<file path="src/design/stida_pkg.sv">
// Package for the sorted table with insert, delete and average.
// Holds the sequencer state type, status codes, action codes and fixed field widths.
// No dependencies.
`default_nettype none

package stida_pkg;

  // Fixed widths of the result fields and of the input value
  localparam int unsigned COUNT_W = 7;
  localparam int unsigned AVG_W   = 32;
  localparam int unsigned IN_W    = 32;

  localparam logic [1:0] STATUS_DONE    = 2'd0;
  localparam logic [1:0] STATUS_FULL    = 2'd1;
  localparam logic [1:0] STATUS_MISSING = 2'd2;

  localparam logic ACT_INSERT = 1'b0;
  localparam logic ACT_DELETE = 1'b1;

  typedef enum logic [3:0] {
    ST_IDLE,
    ST_INS_START,
    ST_INS_WALK,
    ST_INS_PUT,
    ST_DEL_START,
    ST_DEL_WALK,
    ST_DIV_INIT,
    ST_DIV,
    ST_FIN
  } stida_state_e;

endpackage

`default_nettype wire

</file>
<file path="src/design/sorted_table_insert_delete_average.sv">
// Sorted table of signed values with insert, delete and a truncated average.
// An item is taken only while in_stall_o is low, and then the block is busy until
// its result sits in the output register. An insert walks down from the top of the
// table, one entry per cycle, moving each entry not less than the value up a place.
// A delete walks the whole table once, one entry per cycle, closing the gap behind
// the match. A restoring divider then forms the average one quotient bit per cycle,
// skipped when the table is empty. The table memory has one write and one registered
// read port and needs no clearing.
`default_nettype none

module sorted_table_insert_delete_average
  import stida_pkg::*;
#(
  parameter int unsigned CAPACITY   = 64,
  parameter int unsigned VALUE_BITS = 32
) (
  input  wire logic                clk_i,
  input  wire logic                rst_ni,
  input  wire logic                in_valid_i,
  output logic                     in_stall_o,
  input  wire logic                action_i,
  input  wire logic [IN_W-1:0]     value_i,
  output logic                     out_valid_o,
  input  wire logic                out_stall_i,
  output logic [1:0]               status_o,
  output logic [COUNT_W-1:0]       entry_count_o,
  output logic signed [AVG_W-1:0]  average_o
);

  localparam int unsigned AW     = $clog2(CAPACITY);
  localparam int unsigned CNT_W  = $clog2(CAPACITY + 1);
  localparam int unsigned SUM_W  = VALUE_BITS + CNT_W;
  localparam int unsigned STEP_W = $clog2(SUM_W + 1);

  stida_state_e state_q, state_d;

  logic signed [VALUE_BITS-1:0] val_q, val_d;
  logic [CNT_W-1:0]             cnt_q, cnt_d;
  logic signed [SUM_W-1:0]      sum_q, sum_d;
  logic [AW-1:0]                k_q, k_d;
  logic                         found_q, found_d;
  logic [1:0]                   status_q, status_d;
  logic [CNT_W-1:0]             rem_q, rem_d;
  logic [SUM_W-1:0]             quo_q, quo_d;
  logic                         neg_q, neg_d;
  logic [STEP_W-1:0]            step_q, step_d;

  logic                         out_valid_q, out_valid_d;
  logic [1:0]                   out_status_q, out_status_d;
  logic [COUNT_W-1:0]           out_count_q, out_count_d;
  logic signed [AVG_W-1:0]      out_avg_q, out_avg_d;

  logic                         ram_we;
  logic [AW-1:0]                ram_waddr;
  logic [VALUE_BITS-1:0]        ram_wdata;
  logic [AW-1:0]                ram_raddr;
  logic signed [VALUE_BITS-1:0] ram_rdata;

  logic                         is_full;
  logic                         is_empty;
  logic                         walk_last;
  logic                         entry_ge;
  logic                         entry_eq;
  logic                         out_free;
  logic [CNT_W:0]               trial;
  logic                         trial_ge;
  logic [SUM_W-1:0]             avg_mag;
  logic signed [VALUE_BITS-1:0] avg_v;

  stida_ram #(
    .WIDTH (VALUE_BITS),
    .DEPTH (CAPACITY)
  ) u_table (
    .clk_i   (clk_i),
    .we_i    (ram_we),
    .waddr_i (ram_waddr),
    .wdata_i (ram_wdata),
    .raddr_i (ram_raddr),
    .rdata_o (ram_rdata)
  );

  assign is_full   = (cnt_q == CNT_W'(CAPACITY));
  assign is_empty  = (cnt_q == '0);
  assign walk_last = (CNT_W'(k_q) == cnt_q - CNT_W'(1));
  assign entry_ge  = (ram_rdata >= val_q);
  assign entry_eq  = (ram_rdata == val_q);
  assign out_free  = !out_valid_q || !out_stall_i;

  // One restoring division step: bring down the next dividend bit and try the divisor.
  assign trial    = {rem_q, quo_q[SUM_W-1]};
  assign trial_ge = (trial >= {1'b0, cnt_q});

  assign avg_mag = neg_q ? (SUM_W'(0) - quo_q) : quo_q;
  assign avg_v   = avg_mag[VALUE_BITS-1:0];

  // Next state
  always_comb begin
    state_d = state_q;
    case (state_q)
      ST_IDLE: begin
        if (in_valid_i) begin
          state_d = (action_i == ACT_DELETE) ? ST_DEL_START : ST_INS_START;
        end
      end
      ST_INS_START: begin
        if (is_full) begin
          state_d = ST_DIV_INIT;
        end else if (is_empty) begin
          state_d = ST_INS_PUT;
        end else begin
          state_d = ST_INS_WALK;
        end
      end
      ST_INS_WALK: begin
        if (!entry_ge) begin
          state_d = ST_DIV_INIT;
        end else if (k_q == AW'(1)) begin
          state_d = ST_INS_PUT;
        end
      end
      ST_INS_PUT:   state_d = ST_DIV_INIT;
      ST_DEL_START: state_d = is_empty ? ST_DIV_INIT : ST_DEL_WALK;
      ST_DEL_WALK: begin
        if (walk_last) begin
          state_d = ST_DIV_INIT;
        end
      end
      ST_DIV_INIT:  state_d = is_empty ? ST_FIN : ST_DIV;
      ST_DIV: begin
        if (step_q == STEP_W'(1)) begin
          state_d = ST_FIN;
        end
      end
      ST_FIN: begin
        if (out_free) begin
          state_d = ST_IDLE;
        end
      end
      default: state_d = ST_IDLE;
    endcase
  end

  // Datapath, table access and result register
  always_comb begin
    val_d        = val_q;
    cnt_d        = cnt_q;
    sum_d        = sum_q;
    k_d          = k_q;
    found_d      = found_q;
    status_d     = status_q;
    rem_d        = rem_q;
    quo_d        = quo_q;
    neg_d        = neg_q;
    step_d       = step_q;
    out_valid_d  = out_valid_q && out_stall_i;
    out_status_d = out_status_q;
    out_count_d  = out_count_q;
    out_avg_d    = out_avg_q;
    ram_we       = 1'b0;
    ram_waddr    = k_q;
    ram_wdata    = val_q;
    ram_raddr    = '0;

    case (state_q)
      ST_IDLE: begin
        if (in_valid_i) begin
          val_d    = value_i[VALUE_BITS-1:0];
          status_d = STATUS_DONE;
          found_d  = 1'b0;
        end
      end
      ST_INS_START: begin
        if (is_full) begin
          status_d = STATUS_FULL;
        end else begin
          k_d       = cnt_q[AW-1:0];
          ram_raddr = AW'(cnt_q - CNT_W'(1));
        end
      end
      ST_INS_WALK: begin
        ram_we = 1'b1;
        if (entry_ge) begin
          // Entry k-1 is not less than the value: move it up one place.
          ram_wdata = ram_rdata;
          k_d       = k_q - AW'(1);
          ram_raddr = k_q - AW'(2);
        end else begin
          cnt_d = cnt_q + CNT_W'(1);
          sum_d = sum_q + SUM_W'(val_q);
        end
      end
      ST_INS_PUT: begin
        ram_we = 1'b1;
        cnt_d  = cnt_q + CNT_W'(1);
        sum_d  = sum_q + SUM_W'(val_q);
      end
      ST_DEL_START: begin
        if (is_empty) begin
          status_d = STATUS_MISSING;
        end else begin
          k_d = '0;
        end
      end
      ST_DEL_WALK: begin
        // Once the match is passed, every later entry moves down one place.
        if (found_q) begin
          ram_we    = 1'b1;
          ram_waddr = k_q - AW'(1);
          ram_wdata = ram_rdata;
        end else if (entry_eq) begin
          found_d = 1'b1;
        end
        if (!walk_last) begin
          k_d       = k_q + AW'(1);
          ram_raddr = k_q + AW'(1);
        end else if (found_q || entry_eq) begin
          cnt_d = cnt_q - CNT_W'(1);
          sum_d = sum_q - SUM_W'(val_q);
        end else begin
          status_d = STATUS_MISSING;
        end
      end
      ST_DIV_INIT: begin
        rem_d  = '0;
        step_d = STEP_W'(SUM_W);
        if (is_empty) begin
          quo_d = '0;
          neg_d = 1'b0;
        end else begin
          neg_d = sum_q[SUM_W-1];
          quo_d = sum_q[SUM_W-1] ? (SUM_W'(0) - SUM_W'(sum_q)) : SUM_W'(sum_q);
        end
      end
      ST_DIV: begin
        step_d = step_q - STEP_W'(1);
        if (trial_ge) begin
          rem_d = CNT_W'(trial - {1'b0, cnt_q});
          quo_d = {quo_q[SUM_W-2:0], 1'b1};
        end else begin
          rem_d = trial[CNT_W-1:0];
          quo_d = {quo_q[SUM_W-2:0], 1'b0};
        end
      end
      ST_FIN: begin
        if (out_free) begin
          out_valid_d  = 1'b1;
          out_status_d = status_q;
          out_count_d  = COUNT_W'(cnt_q);
          out_avg_d    = AVG_W'(avg_v);
        end
      end
      default: begin
      end
    endcase
  end

  always_ff @(posedge clk_i or negedge rst_ni) begin
    if (!rst_ni) begin
      state_q     <= ST_IDLE;
      cnt_q       <= '0;
      sum_q       <= '0;
      out_valid_q <= 1'b0;
    end else begin
      state_q     <= state_d;
      cnt_q       <= cnt_d;
      sum_q       <= sum_d;
      out_valid_q <= out_valid_d;
    end
  end

  always_ff @(posedge clk_i) begin
    val_q        <= val_d;
    k_q          <= k_d;
    found_q      <= found_d;
    status_q     <= status_d;
    rem_q        <= rem_d;
    quo_q        <= quo_d;
    neg_q        <= neg_d;
    step_q       <= step_d;
    out_status_q <= out_status_d;
    out_count_q  <= out_count_d;
    out_avg_q    <= out_avg_d;
  end

  assign in_stall_o    = (state_q != ST_IDLE);
  assign out_valid_o   = out_valid_q;
  assign status_o      = out_status_q;
  assign entry_count_o = out_count_q;
  assign average_o     = out_avg_q;

`ifndef NO_ASSERTIONS
  a_cnt_range: assert property (@(posedge clk_i) disable iff (!rst_ni)
    cnt_q <= CNT_W'(CAPACITY))
    else $error("Entry count exceeds the table capacity.");

  a_cnt_step: assert property (@(posedge clk_i) disable iff (!rst_ni)
    (cnt_q != $past(cnt_q)) |->
      (cnt_q == $past(cnt_q) + CNT_W'(1) || cnt_q == $past(cnt_q) - CNT_W'(1)))
    else $error("Entry count moved by more than one in a cycle.");

  a_busy_after_take: assert property (@(posedge clk_i) disable iff (!rst_ni)
    (in_valid_i && !in_stall_o) |=> in_stall_o)
    else $error("Block took an input transfer but did not become busy.");

  a_full_count: assert property (@(posedge clk_i) disable iff (!rst_ni)
    (out_valid_o && status_o == STATUS_FULL) |-> entry_count_o == COUNT_W'(CAPACITY))
    else $error("Full status reported with a table that is not full.");
`endif

endmodule

`default_nettype wire

</file>
<file path="src/design/stida_ram.sv">
// Generic single-port-write, single-port-read RAM with a registered read.
// Width and depth are parameters; no dependencies.
`default_nettype none

module stida_ram #(
  parameter int unsigned WIDTH = 32,
  parameter int unsigned DEPTH = 64
) (
  input  wire logic                     clk_i,
  input  wire logic                     we_i,
  input  wire logic [$clog2(DEPTH)-1:0] waddr_i,
  input  wire logic [WIDTH-1:0]         wdata_i,
  input  wire logic [$clog2(DEPTH)-1:0] raddr_i,
  output logic      [WIDTH-1:0]         rdata_o
);

  logic [WIDTH-1:0] mem_q [DEPTH];

  always_ff @(posedge clk_i) begin
    if (we_i) begin
      mem_q[waddr_i] <= wdata_i;
    end
    rdata_o <= mem_q[raddr_i];
  end

endmodule

`default_nettype wire

</file>
<file path="config.mk">
export PLATFORM = sky130hd
export DESIGN_NAME = sorted_table_insert_delete_average
export DESIGN_NICKNAME = d
export VERILOG_FILES = /design/src/design/stida_pkg.sv /design/src/design/sorted_table_insert_delete_average.sv /design/src/design/stida_ram.sv
export SDC_FILE = /design/constraint.sdc
export NUM_CORES = 2
export LEC_CHECK = 0
export BUFFER_PORTS_ARGS = -buffer_cell sky130_fd_sc_hd__buf_4
export CORE_MARGIN = 2
export CORE_UTILIZATION = 52
export DETAILED_ROUTE_END_ITERATION = 10
export PLACE_DENSITY = 0.68
export RECOVER_POWER = 50
export SETUP_SLACK_MARGIN = 0.3
export SYNTH_ARGS = -nofsm -noshare
export SYNTH_HDL_FRONTEND = slang
export SYNTH_SLANG_ARGS = --single-unit
</file>
<file path="constraint.sdc">
create_clock -name clk_i -period 5.3 [get_ports clk_i]
set_input_delay 0 -clock clk_i [delete_from_list [all_inputs] [get_ports clk_i]]
set_output_delay 0 -clock clk_i [all_outputs]
set_load 0.01 [all_outputs]
</file>
# --- After elaboration in Yosys (flattened, before gate mapping) ---
# Memory sizes are Yosys's and may differ from the RTL's. A register that Yosys moved wholly into a read port is not among the register bits.
# Index checks and enable logic that the tools add are counted.
# Widths: inputs -> output; s select.
word_totals:
  reg_bits: 186
  ramBits: 2048
  input_bits: 37
  out_inout_bits: 43
  word_cells: 135
  mem_count: 1
memory_table:
  columns: ["memory", "depth", "word_bits", "rd", "rd_clocked_by_memory_dff", "wr", "line_no", "source"]
  rows:
  - ["u_table.mem_q", 64, 32, 1, 1, 1, "stida_ram.sv:17", "logic [WIDTH-1:0] mem_q [DEPTH];"]
classes:
  n_addsub: 11
  magnitude_cmp: 2
  n_eq_ne: 27
  mux: 58
  reduce_logical: 21
ops:
  columns: ["operator", "count"]
  rows:
  - ["$mux 39", 5]
  - ["$pmux 39 s3", 1]
  - ["$mux 32", 3]
  - ["$pmux 39 s2", 1]
  - ["$pmux 32 s2", 1]
  - ["$mux 6", 9]
  - ["$add 39x32->39", 1]
  - ["$sub 1x39->39 const A", 1]
  - ["$sub 39x32->39", 1]
  - ["$pmux 4 s9", 1]
  - ["$eq 32x32->1", 1]
  - ["$ge 32x32->1", 1]
  - ["$sub 1x32->32 const A", 1]
  - ["$mux 4", 7]
  - ["$mux 7", 4]
  - ["$ne 2x2->1 const B", 13]
  - ["$pmux 6 s4", 1]
  - ["$pmux 7 s3", 1]
  - ["$pmux 6 s3", 1]
  - ["$eq 4x3->1 const B", 4]
  - ["$pmux 7 s2", 1]
  - ["$eq 6x1->1 const B", 2]
  - ["$mux 2", 6]
  - ["$pmux 6 s2", 1]
  - ["30 further kinds", 51]

# --- Longest topological paths before layout ---
depth:
  depth_word: 5
  depth_mapped: 21
  mapped_depth_nobuf: 20

# --- Hierarchy ---
# Synthesis repeated with hierarchy kept, for this count alone.
unflattened:
  cells_unflattened: 4790
  area_unflattened_um2: 91826.8
modules_own_cells:
  columns: ["module", "n_inst", "cells_each", "area_per_inst_um2", "seq_area_each_um2"]
  rows:
  - ["stida_ram", 1, 3324, 78515.3, 62139.6]
  - ["sorted_table_insert_delete_average", 1, 1466, 13311.5, 5330.1]

# --- Worst setup path after synthesis ---
# No wires, ideal clock.
synth_path:
  kind: "register to register"
  start: "register val_q[31]"
  end: "memory u_table.mem_q[0][0] (data pin)"
  setup_time_ns: 0.702
  arrival_ns: 5.081
  required_time_ns: 4.598
  setup_slack_ns: -0.484
  stages_incl_launch_ff: 15
  path_buffers: 3
  synth_period_minus_slack_ns: 5.784
  cell_sequence: "edfxtp_1 > inv_1 > ha_1 > clkbuf_1 > a21oi_1 > o21ai_0 > a21oi_1 > and2_1 > clkbuf_1 > nor2_1 > o21ba_2 > nor2_1 > nor2_1 > clkbuf_1 > o21ai_0"
synth_between:
  elab_chain_len: 3
synth_lines:
  columns: ["item", "line_no", "source"]
  rows:
  - ["from (decl)", "sorted_table_insert_delete_average.sv:37", "logic signed [VALUE_BITS-1:0] val_q, val_d;"]
  - ["from (signal assigned)", "sorted_table_insert_delete_average.sv:272", "val_q <= val_d;"]
  - ["$ge 32x32->1", "sorted_table_insert_delete_average.sv:85", "assign entry_ge = (ram_rdata >= val_q);"]
  - ["$mux 32", "sorted_table_insert_delete_average.sv:182", "if (entry_ge) begin"]
  - ["$pmux 32 s2", "sorted_table_insert_delete_average.sv:164", "case (state_q)"]
  - ["net ram_wdata[0]", "sorted_table_insert_delete_average.sv:55", "logic [VALUE_BITS-1:0] ram_wdata;"]
  - ["to (decl)", "stida_ram.sv:17", null]
# The timed path passes the listed nets, and every way through them passes these cells.

# --- Worst setup path in the final report ---
layout_path:
  start: "register val_q[6]"
  end: "register u_table.rdata_o[0] (read register of u_table.mem_q)"
layout_between:
  elab_chain_len: 3
layout_lines:
  columns: ["item", "line_no", "source"]
  rows:
  - ["$ge 32x32->1", "sorted_table_insert_delete_average.sv:85", null]
  - ["$mux 6", "sorted_table_insert_delete_average.sv:182", null]
  - ["$pmux 6 s3", "sorted_table_insert_delete_average.sv:164", null]
  - ["to (decl)", "stida_ram.sv:14", "output logic [WIDTH-1:0] rdata_o"]
# Every way passes these cells.
# A chain may end at the register's enable or synchronous reset.

==> metrics.txt <==
WL/cell=27.0 um; post-synthesis cell type count=81; compound-cell area share of the yosys netlist=5.65%; largest driver fanout on the critical path=17; Starting Density=52.4%; Port Buffers=79; violated checks=capacitance limit, slew limit; crit start category=register; DRT Pass-1 Iters=8; Finished Layout Cells=10258; core area=179000 sq um; number of synthesized flops with an enable pin=2183; Mapped Area=93800 sq um; FMAX=195 MHz; main combinational cell family by area after synthesis=simple AND/OR/NAND/NOR gates; area share of the largest cell type after synthesis=69.9%; Setup Skew=0.0543 ns; synth warn=0; first-pass GRT wire length=399000 um; Pins Over Slew Limit=170; number of global-route vias before repair=60348; GRT Overall Usage=29.4%; Data required, critical path=6.03 ns; Setup WS post-layout=0.171 ns; status=complete, but fails checks; post-synthesis sequential area ratio=72.0%; relative slew slack=-95.6%; syn_nets=7410; Setup-failing EPs final=0; clock buffer depth=3; Avg Inst Size Synth=12.9 sq um; Area growth syn-to-layout=16.0%; total power=0.0713 W; Static Leak=38.1 nW; area leader, netlist=edfxtp_1; Power Dens Cells=656 nW/um^2; pre-CTS WS=-0.673 ns; io pins=80; largest net degree at the start of global routing=116; synth top area cells=edfxtp_1 70%, nand2_1 7.6%, nand3_1 4.6%, mux2i_1 2.0%, a21oi_1 1.7%; min Tclk post-route=5.13 ns; clk slew on worst S/H paths=0.06 ns; CTS tree=yes; Hold Path Cell Cnt=6; max_cap viols=4; H-Tree Depth=4; ys flop type=edfxtp_1; final hold vios=0; total gr overflow=0; Root Driver=clkbuf_16; Inst Count DP=9746; XOR/XNOR Fraction of Synth Area=1.56%; R2R depth=20; flops & latches, synth=2266; DRC=0; FFs w/ async S/R, synth=2.25%; post-synthesis simple-gate area fraction=15.0%; Max VDD drop=675 uV; Via Count=63273; detailed placement HPWL=160000 um; CTS Sinks=2266; Crit. End Element=register; GP Congestion=0.928; period utilization=96.8%; Syn Inst Count=7281; Die Area=184000 sq um; fin util=60.8%; Arr. time, crit path=5.86 ns; worst-skew pair later-pin latency=0.88 ns; adder-cell share of the synthesized area=1.24%; NumNets Final=7837; row cnt=155; post-synthesis mux area share=2.43%; HP Class=in -> reg; CTS Buf Count=218; die height=429 um; worst slew pin tran=2.93 ns; DIE WIDTH=429 um; RSZ-0062 raised after global routing=yes; antenna-violating nets left=0; starting DRC count in detailed routing=8297; initial antenna violation count=11; Routed WL=276000 um; Via density=6.17; critical path class=reg -> reg; layout cells sized above 1=11.9%
## cell type report
| type | instances | area (sq um) |
|---|---|---|
| Timing Repair Buffer | 618 | 6120 |
| Clock inverter | 127 | 1090 |
| Fill cell | 13454 | 70000 |
| Sequential cell | 2266 | 67500 |
| Multi-Input combinational cell | 4526 | 25100 |
| Tap cell | 2355 | 2950 |
| Inverter | 78 | 293 |
| Antenna cell | 4 | 10.0 |
| Clock buffer | 284 | 5780 |
## cell usage after synthesis, types with 25 or more instances
| cell | n |
|---|---|
| o21ai_0 | 144 |
| nand4_1 | 26 |
| clkbuf_1 | 209 |
| nor3_1 | 28 |
| nor2_1 | 163 |
| mux2_2 | 38 |
| dfxtp_1 | 32 |
| a31oi_1 | 51 |
| a41oi_1 | 34 |
| edfxtp_1 | 2183 |
| xor2_1 | 56 |
| a21o_1 | 25 |
| inv_1 | 78 |
| or4_1 | 43 |
| buf_2 | 125 |
| nor4_1 | 75 |
| and3_1 | 28 |
| ha_1 | 90 |
| xnor2_1 | 108 |
| mux2i_1 | 185 |
| nand3_1 | 865 |
| a32o_1 | 38 |
| o31ai_1 | 28 |
| buf_1 | 65 |
| a21oi_1 | 311 |
| a221oi_1 | 36 |
| dfrtp_1 | 51 |
| nand2_1 | 1907 |
| a32oi_1 | 61 |
## registers in the layout, summed over array words and instances (netlist names), 2 cells and up
| register | count |
|---|---|
| step_q | 6 |
| sum_q | 39 |
| entry_count_o | 7 |
| u_table.rdata_o | 32 |
| u_table.mem_q | 2048 |
| quo_q | 39 |
| average_o | 32 |
| rem_q | 7 |
| cnt_q | 7 |
| status_q | 2 |
| val_q | 32 |
| k_q | 6 |
| status_o | 2 |
| state_q | 4 |
## cell usage in the layout (no fill, tap or decap), types with 70 or more instances in the layout
cell              n
a21oi_1         308
buf_12          103
buf_4           278
clkbuf_1        132
clkbuf_16       224
dlygate4sd3_1    70
edfxtp_1       2183
ha_1             90
inv_1            77
mux2i_1         185
nand2_1        1896
nand3_1         864
nor2_1          115
o21ai_0         141
xnor2_1         108
## through the flow
stage          hold WS [ns]  cell area, sq um  setup TNS (ns)
3_3_place_gp         0.0872            101000           -4.78
5_1_grt               0.242            109000               0
3_5_place_dp         0.0879            101000           -4.51
4_1_cts               0.134            109000               0
2_1_floorplan        -0.296             93800               0
6_report              0.208            109000               0
## worst max-delay path, stage by stage (launching register included)
cell and delay, ns:
edfxtp_1 0.45, inv_1 0.14, ha_1 0.25, and3_1 0.21
a221o_1 0.36, a221oi_1 0.33, clkbuf_1 0.22, nor2b_1 0.12
clkbuf_1 0.13, nor3_1 0.20, clkbuf_1 0.24, o21ba_2 0.22
o31ai_4 0.16, nand4_1 0.25, buf_12 0.21, buf_4 0.28
a21oi_1 0.08, nor4_1 0.23, buf_4 0.21, nand2_2 0.16
nor4_4 0.50
## power by group
part	internal [W]	leakage (nW)	switching, W	total, W
sequential	0.0235	20.6	0.000949	0.0245
combinational	0.0103	14.3	0.0216	0.0319
clock	0.00826	3.34	0.00673	0.0150
## repair_timing
action,in CTS,in global routing
pin swaps,8,10
gates cloned,3,5
hold buffers,71,0
hold endpoints to repair,163,0
setup endpoints to repair,32,35
setup buffers,11,7
resized for setup,40,57
## kinds of logic (layout without fill, tap and decap cells)
family                   Yosys count  count (layout)
flip-flops                      2266            2266
adder cells (fa/ha/maj)           92              92
multiplexers                     223             223
AND/OR/NAND/NOR                 3224            3224
AO/OA/AOI/OAI                    822             822
other                              0               4
XOR/XNOR                         165             165
buffers and inverters            489            1107
## per-layer routing
metal / up-vias / part of all wire (%) / track usage (%)
li1: 27724 / - / -
met5: - / 0.013 / 0
met1: 31221 / 38 / 39.5
met3: 656 / 11 / 5.35
met2: 3666 / 46 / 46.1
met4: 6 / 5.9 / 15.2
## worst paths after layout
path	start	to	slack (ns)
setup / recovery	val_q[6]	u_table.rdata_o[0]	0.17
hold / removal	action_i	state_q[2]	0.21
setup reg to reg	val_q[6]	u_table.rdata_o[0]	0.17
hold reg to reg	status_q[1]	status_o[1]	0.43
max in group asynchronous	rst_ni	cnt_q[6]	2.28
min in group asynchronous	rst_ni	sum_q[24]	1.35
(Power assumes the default switching activity.)
